File: src/hdl/dlsd_pkg.sv
`default_nettype none

package dlsd_pkg;

  // Mixing constants
  localparam logic [63:0] GOLDEN_STEP  = 64'h9e3779b97f4a7c15;
  localparam logic [63:0] GOLDEN_TWICE = 64'(GOLDEN_STEP << 1);
  localparam logic [63:0] MUL_FIRST    = 64'hbf58476d1ce4e5b9;
  localparam logic [63:0] MUL_SECOND   = 64'h94d049bb133111eb;
  localparam logic [63:0] SEED_LOW     = 64'h43504d4154484f50;
  localparam logic [63:0] SEED_HIGH    = 64'h53504d4d00000001;
  localparam int unsigned SHIFT_FIRST  = 30;
  localparam int unsigned SHIFT_SECOND = 27;
  localparam int unsigned SHIFT_FINAL  = 31;

  typedef struct packed {
    logic [63:0] data_word;
    logic        is_last;
  } in_item_t;

  typedef struct packed {
    logic [63:0] digest_low;
    logic [63:0] digest_high;
  } out_item_t;

  // Sequencer states: prepare a lane, three partial products, combine, finish word
  typedef enum logic [2:0] {
    ST_IDLE,
    ST_PREP,
    ST_MUL_A,
    ST_MUL_B,
    ST_MUL_C,
    ST_MUL_D,
    ST_FIN
  } dlsd_state_e;

  typedef struct packed {
    dlsd_state_e state;
    logic        rnd;   // 0: first multiply round, 1: second
    logic        lane;  // 0: low lane, 1: high lane
  } dlsd_ctrl_t;

endpackage

`default_nettype wire

File: src/hdl/dlsd_mul32.sv
`default_nettype none

// Shared 32x32 multiplier with a registered 64-bit product.
module dlsd_mul32 (
  input  logic        clk_i,
  input  logic [31:0] a_i,
  input  logic [31:0] b_i,
  output logic [63:0] p_o
);

  logic [63:0] p_q;

  // Register the full product
  always_ff @(posedge clk_i) begin
    p_q <= 64'(a_i) * 64'(b_i);
  end

  assign p_o = p_q;

endmodule

`default_nettype wire

File: src/hdl/dlsd_seq.sv
`default_nettype none

// Sequencer: walks both lanes through two multiply rounds per word.
module dlsd_seq (
  input  logic                clk_i,
  input  logic                rst_ni,
  input  logic                start_i,
  input  logic                last_i,
  input  logic                out_free_i,
  output dlsd_pkg::dlsd_ctrl_t ctrl_o
);
  import dlsd_pkg::*;

  dlsd_state_e state_q, state_d;
  logic        rnd_q, rnd_d;
  logic        lane_q, lane_d;

  // Hold state, round and lane
  always_ff @(posedge clk_i or negedge rst_ni) begin
    if (!rst_ni) begin
      state_q <= ST_IDLE;
      rnd_q   <= 1'b0;
      lane_q  <= 1'b0;
    end else begin
      state_q <= state_d;
      rnd_q   <= rnd_d;
      lane_q  <= lane_d;
    end
  end

  // Advance through the steps of one word
  always_comb begin
    state_d = state_q;
    rnd_d   = rnd_q;
    lane_d  = lane_q;
    unique case (state_q)
      ST_IDLE: begin
        if (start_i) begin
          state_d = ST_PREP;
          lane_d  = 1'b0;
        end
      end
      ST_PREP: begin
        state_d = ST_MUL_A;
        rnd_d   = 1'b0;
      end
      ST_MUL_A: state_d = ST_MUL_B;
      ST_MUL_B: state_d = ST_MUL_C;
      ST_MUL_C: state_d = ST_MUL_D;
      ST_MUL_D: begin
        if (!rnd_q) begin
          state_d = ST_MUL_A;
          rnd_d   = 1'b1;
        end else if (!lane_q) begin
          state_d = ST_PREP;
          lane_d  = 1'b1;
        end else begin
          state_d = ST_FIN;
        end
      end
      ST_FIN: begin
        if (!last_i || out_free_i) begin
          state_d = ST_IDLE;
        end
      end
      default: state_d = ST_IDLE;
    endcase
  end

  assign ctrl_o = '{state: state_q, rnd: rnd_q, lane: lane_q};

endmodule

`default_nettype wire

File: src/hdl/dual_lane_splitmix_digest.sv
`default_nettype none

// Two-lane splitmix64 digest over a record of 64-bit words.
//
// Input channel: in_valid_i / in_stall_o with in_item_i (data_word, is_last).
// A transaction is taken when in_valid_i is high and in_stall_o is low.
// Output channel: out_valid_o / out_stall_i with out_item_o (digest_low,
// digest_high); one transaction per record, after the word marked last.
//
// Each word is fully absorbed before the next word can be taken: both
// lanes pass through two 64-bit multiplies, each built from three 32x32
// partial products on one shared multiplier (states MUL_A to MUL_D per
// multiply, plus one preparation step per lane, one finishing step and
// the idle state in which the next word is taken).
// The digest is loaded into the output register in the last word's finishing step, once the register is free.
//
// Reset loads both lanes with their seeds and empties the output register.
// The output register holds a digest while the receiver stalls; the next
// word is still taken, and only a second digest waits in its finishing step
// until the register frees up.
module dual_lane_splitmix_digest (
  input  logic                clk_i,
  input  logic                rst_ni,
  input  logic                in_valid_i,
  output logic                in_stall_o,
  input  dlsd_pkg::in_item_t  in_item_i,
  output logic                out_valid_o,
  input  logic                out_stall_i,
  output dlsd_pkg::out_item_t out_item_o
);
  import dlsd_pkg::*;

  dlsd_ctrl_t  ctrl;
  logic        start;
  logic        out_free;
  logic        emit;
  logic [63:0] word_q;
  logic        last_q;
  logic [63:0] x_q, x_d;
  logic [63:0] acc_q, acc_d;
  logic [63:0] low_q, low_d;
  logic [63:0] high_q, high_d;
  logic        out_valid_q, out_valid_d;
  out_item_t   out_item_q;
  logic [63:0] mconst;
  logic [31:0] mul_a, mul_b;
  logic [63:0] prod;
  logic [63:0] prep_sum;
  logic [63:0] prod_sum;
  logic [63:0] lane_res;

  assign start    = in_valid_i && !in_stall_o;
  assign out_free = !out_valid_q || !out_stall_i;
  assign emit     = (ctrl.state == ST_FIN) && last_q && out_free;

  dlsd_seq u_seq (
    .clk_i      (clk_i),
    .rst_ni     (rst_ni),
    .start_i    (start),
    .last_i     (last_q),
    .out_free_i (out_free),
    .ctrl_o     (ctrl)
  );

  // Select the partial product operands
  assign mconst = ctrl.rnd ? MUL_SECOND : MUL_FIRST;

  always_comb begin
    unique case (ctrl.state)
      ST_MUL_B: begin
        mul_a = x_q[31:0];
        mul_b = mconst[63:32];
      end
      ST_MUL_C: begin
        mul_a = x_q[63:32];
        mul_b = mconst[31:0];
      end
      default: begin
        mul_a = x_q[31:0];
        mul_b = mconst[31:0];
      end
    endcase
  end

  dlsd_mul32 u_mul (
    .clk_i (clk_i),
    .a_i   (mul_a),
    .b_i   (mul_b),
    .p_o   (prod)
  );

  // Lane input plus golden step; the high lane adds it twice
  assign prep_sum = ctrl.lane ? (high_q + word_q + GOLDEN_TWICE)
                              : ((low_q ^ word_q) + GOLDEN_STEP);
  assign prod_sum = acc_q + {prod[31:0], 32'h0};
  assign lane_res = prod_sum ^ (prod_sum >> SHIFT_FINAL);

  // Working value and partial product accumulator
  always_comb begin
    x_d   = x_q;
    acc_d = acc_q;
    unique case (ctrl.state)
      ST_PREP:  x_d   = prep_sum ^ (prep_sum >> SHIFT_FIRST);
      ST_MUL_B: acc_d = prod;
      ST_MUL_C: acc_d = prod_sum;
      ST_MUL_D: begin
        if (!ctrl.rnd) begin
          x_d = prod_sum ^ (prod_sum >> SHIFT_SECOND);
        end
      end
      default: ;
    endcase
  end

  // Lane updates: write the mixed value, reload seeds on emit
  always_comb begin
    low_d  = low_q;
    high_d = high_q;
    if ((ctrl.state == ST_MUL_D) && ctrl.rnd) begin
      if (ctrl.lane) begin
        high_d = lane_res;
      end else begin
        low_d = lane_res;
      end
    end else if (emit) begin
      low_d  = SEED_LOW;
      high_d = SEED_HIGH;
    end
  end

  // Output register valid
  always_comb begin
    if (emit) begin
      out_valid_d = 1'b1;
    end else begin
      out_valid_d = out_valid_q && out_stall_i;
    end
  end

  always_ff @(posedge clk_i or negedge rst_ni) begin
    if (!rst_ni) begin
      low_q       <= SEED_LOW;
      high_q      <= SEED_HIGH;
      out_valid_q <= 1'b0;
    end else begin
      low_q       <= low_d;
      high_q      <= high_d;
      out_valid_q <= out_valid_d;
    end
  end

  // Payload registers
  always_ff @(posedge clk_i) begin
    if (start) begin
      word_q <= in_item_i.data_word;
      last_q <= in_item_i.is_last;
    end
    x_q   <= x_d;
    acc_q <= acc_d;
    if (emit) begin
      out_item_q <= '{digest_low: low_q, digest_high: high_q};
    end
  end

  assign in_stall_o  = (ctrl.state != ST_IDLE);
  assign out_valid_o = out_valid_q;
  assign out_item_o  = out_item_q;

endmodule

`default_nettype wire

File: config.mk
export PLATFORM = sky130hd
export DESIGN_NAME = dual_lane_splitmix_digest
export DESIGN_NICKNAME = d
export VERILOG_FILES = /design/src/hdl/dlsd_pkg.sv /design/src/hdl/dlsd_mul32.sv /design/src/hdl/dlsd_seq.sv /design/src/hdl/dual_lane_splitmix_digest.sv
export SDC_FILE = /design/constraint.sdc
export NUM_CORES = 2
export LEC_CHECK = 0
export BUFFER_PORTS_ARGS = -buffer_cell sky130_fd_sc_hd__buf_2
export CAP_MARGIN = 20
export CORE_ASPECT_RATIO = 1.75
export CORE_UTILIZATION = 25
export DETAILED_ROUTE_END_ITERATION = 16
export HOLD_SLACK_MARGIN = 0.05
export PLACE_DENSITY = 0.42
export SLEW_MARGIN = 20
export SYNTH_ARGS = -nofsm -noshare
export SYNTH_HDL_FRONTEND = slang
export SYNTH_SLANG_ARGS = --single-unit
export TNS_END_PERCENT = 50
File: constraint.sdc
create_clock -name clk_i -period 9.54 [get_ports clk_i]
set_clock_uncertainty 0.15 [all_clocks]
set_input_delay 1.908 -clock clk_i [delete_from_list [all_inputs] [get_ports clk_i]]
set_output_delay 1.908 -clock clk_i [all_outputs]
set_load 0.01 [all_outputs]
==> impl_metrics.env <==
export IMPL_status="complete, no violations"
export IMPL_drtPass1Iterations=5
export IMPL_hold_path_class="register to register"
export IMPL_die_y_um=638.9
export IMPL_hpwlAfterDp_um=225900
export IMPL_vias_per_cell=4.563
export IMPL_fin_nets=7736
export IMPL_path_common_cell="fa_1"
export IMPL_cap_violations=0
export IMPL_whs_path_depth=0
export IMPL_grt_pass1_vias=47840
export IMPL_cp_max_fo=28
export IMPL_worst_pin_slew_ns=1.330
export IMPL_n_fill_cell=24630
export IMPL_reg2reg_depth=35
export IMPL_setup_violations=0
export IMPL_cts_buffers=48
export IMPL_crit_type="register to register"
export IMPL_cp_end_kind="register"
export IMPL_start_util=0.2516
export IMPL_min_delay_start="high_q[36]$_DFFE_PN0P_"
export IMPL_synth_warnings=0
export IMPL_syn_inst=5867
export IMPL_place_gp_congestion=0.9982
export IMPL_cts_buffer_depth=3
export IMPL_die_w_um=365.9
export IMPL_post_drt_wl_per_cell_um=27.25
export IMPL_start_kind="register"
export IMPL_placed_cell_area_sq_mm=0.06564
export IMPL_rsz0062_at_grt="false"
export IMPL_netlist_area_sq_mm=0.05794
export IMPL_syn_nets=7254
export IMPL_grtUsageMet3=0.01470
export IMPL_grt_pass1_wl_um=357900
export IMPL_yosys_register_bits=519
export IMPL_ioPinCount=199
export IMPL_multi_input_area_sq_mm=0.03865
export IMPL_clkLatencyLatePin_ns=0.68
export IMPL_clk_pin_slew_ns=0.07
export IMPL_vias=43100
export IMPL_synth_edf_count=321
export IMPL_cpPeakStageDelay_ns=0.61
export IMPL_gr_usage_met1=0.1951
export IMPL_rows=233
export IMPL_area_growth_pct=16.45
export IMPL_busiest_layer="met2"
export IMPL_r2r_end="u_mul.p_o[62]$_DFF_P_"
export IMPL_overflow=0
export IMPL_clock_sinks=519
export IMPL_period_share=0.9688
export IMPL_crit_reg2reg_launch="u_seq.state_q[1]$_DFFE_PN0P_"
export IMPL_final_layout_size_suffix_gt1_frac=0.1370
export IMPL_core_sq_mm=0.2303
export IMPL_fin_area_sq_mm=0.06747
export IMPL_finalWirelength_um=257400
export IMPL_maxSlewViolCount=0
export IMPL_ff_latch_area_sq_mm=0.01433
export IMPL_hold_viol=0
export IMPL_required_ns=9.92
export IMPL_worst_ep_arrival_time_ns=9.62
export IMPL_synth_distinct_cells=97
export IMPL_antenna_left=0
export IMPL_cts_tree="done"
export IMPL_final_cell_mix="inv_1 (1200), fa_1 (803), ha_1 (514)"
export IMPL_timing_critical_path_max_delay_family="adder cells"
export IMPL_fmax_mhz=108.2
export IMPL_rrSetupSlack_ns=0.30
export IMPL_synth_area_per_cell_sq_um=9.876
export IMPL_die_area_sq_mm=0.2338
export IMPL_ctsHoldBuffers=0
export IMPL_grt_use_met2=0.4374
export IMPL_path_depth=35
export IMPL_root_buffer="clkbuf_16"
export IMPL_antenna_found_initial=2
export IMPL_final_common_cell="inv_1"
export IMPL_grt_max_degree=90
export IMPL_synth_seq_area_share=0.2472
export IMPL_fin_crit_ns=9.243
export IMPL_postSynth_asyncResetShare=0.2582
export IMPL_yosys_most_used_dff="edfxtp_1"
export IMPL_drt_iter0_drc=2046
export IMPL_relSlewSlack=0.1137
export IMPL_portBuffers=198
export IMPL_hold_end="out_item_o[36]$_DFFE_PP_"
export IMPL_cp_buffers_inverters=10
export IMPL_cpMaxStageDelayCell="o21ai_0"
export IMPL_drc=0
export IMPL_cts_max_level=2
export IMPL_grtUsageTotal=0.2182
-- metal layers --
layer  up-vias  part of all wire
met2      1021              0.56
li1      19680                 -
met3       522             0.022
met5         -                 0
met4         0              0.10
met1     21880              0.31
-- worst max-delay path by stage --
| stage | from | to | slack, ns |
|---|---|---|---|
| finish | u_seq.state_q[1]$_DFFE_PN0P_ | u_mul.p_o[62]$_DFF_P_ | 0.30 |
| CTS | u_seq.state_q[1]$_DFFE_PN0P_ | u_mul.p_o[60]$_DFF_P_ | 0.05 |
| floorplan | u_seq.state_q[1]$_DFFE_PN0P_ | u_mul.p_o[58]$_DFF_P_ | 0.17 |
| global route | u_seq.state_q[1]$_DFFE_PN0P_ | u_mul.p_o[60]$_DFF_P_ | 0.01 |
| detailed placement | u_seq.state_q[2]$_DFFE_PN0P_ | u_mul.p_o[60]$_DFF_P_ | -0.27 |
| global placement | u_seq.state_q[2]$_DFFE_PN0P_ | u_mul.p_o[60]$_DFF_P_ | -0.17 |
-- flip-flops by register name, summed over array words and instances, names as in the netlist --
register / flops
last_q: 1
high_q: 64
u_mul.p_o: 64
u_seq.rnd_q: 1
out_valid_o: 1
u_seq.state_q: 3
word_q: 64
u_seq.lane_q: 1
low_q: 64
acc_q: 64
out_item_o: 128
x_q: 64
-- synth_stat cells, drive strengths merged (45+ instances only) --
| library cell | instances | share of area |
|---|---|---|
| a21o | 95 | 0.012 |
| a21oi | 279 | 0.024 |
| and2 | 107 | 0.012 |
| clkbuf | 166 | 0.011 |
| dfrtp | 96 | 0.041 |
| dfxtp | 64 | 0.022 |
| edfxtp | 321 | 0.17 |
| fa | 803 | 0.28 |
| ha | 515 | 0.11 |
| inv | 1205 | 0.078 |
| nand2 | 459 | 0.030 |
| nand2b | 86 | 0.0093 |
| nand4 | 45 | 0.0050 |
| nor2 | 384 | 0.025 |
| o21ai | 215 | 0.019 |
| o21bai | 47 | 0.0062 |
| xnor2 | 246 | 0.037 |
| xor2 | 174 | 0.027 |
-- final cells by class --
type,instances,area share
clock inverter,30,0.004951
timing repair buffer,616,0.06518
tap,3055,0.05665
antenna,2,0.00007418
inverter,1210,0.06745
sequential,519,0.2123
multi-input combinational,3954,0.5729
clock buffer,60,0.02047
-- worst reg2reg max path: cells and delay by family (launching register included) --
family / cells / cell delay [ns]
compound gates: 5 / 1.31
flops: 1 / 0.41
buf+inv: 10 / 1.40
fa+ha+maj: 9 / 3.82
xor+xnor: 1 / 0.15
simple gates: 10 / 1.87
-- metrics by stage --
step	setup WS, ns	hold WS (ns)	instances	setup TNS (ns)	util
after floorplan	0.1703	0.2749	5867	0	-
after global placement	-0.1711	0.2840	9351	-0.4055	0.2850
after detailed placement	-0.2681	0.2863	9351	-0.7723	0.2850
after CTS	0.04650	0.3013	9444	0	0.2927
after global routing	0.01255	0.3173	9445	0	0.2929
final	0.2975	0.3009	9446	0	0.2930
-- cells by family after synthesis --
| group | synth area share |
|---|---|
| simple gates | 0.1008 |
| mux | 0.007018 |
| fa+ha+maj | 0.3887 |
| xor+xnor | 0.06530 |
| buf+inv | 0.09046 |
| flops | 0.2472 |
| compound gates | 0.1006 |
-- timing repair --
item / in CTS / in global routing
endpoints found under the setup margin: 5 / 15
pin swaps: 0 / 0
gates resized for setup: 6 / 17
buffers inserted: 3 / 0
Power is left out: the tool's default activity adds up to more than one toggle a clock period on the data nets, which glitch-free logic cannot reach.
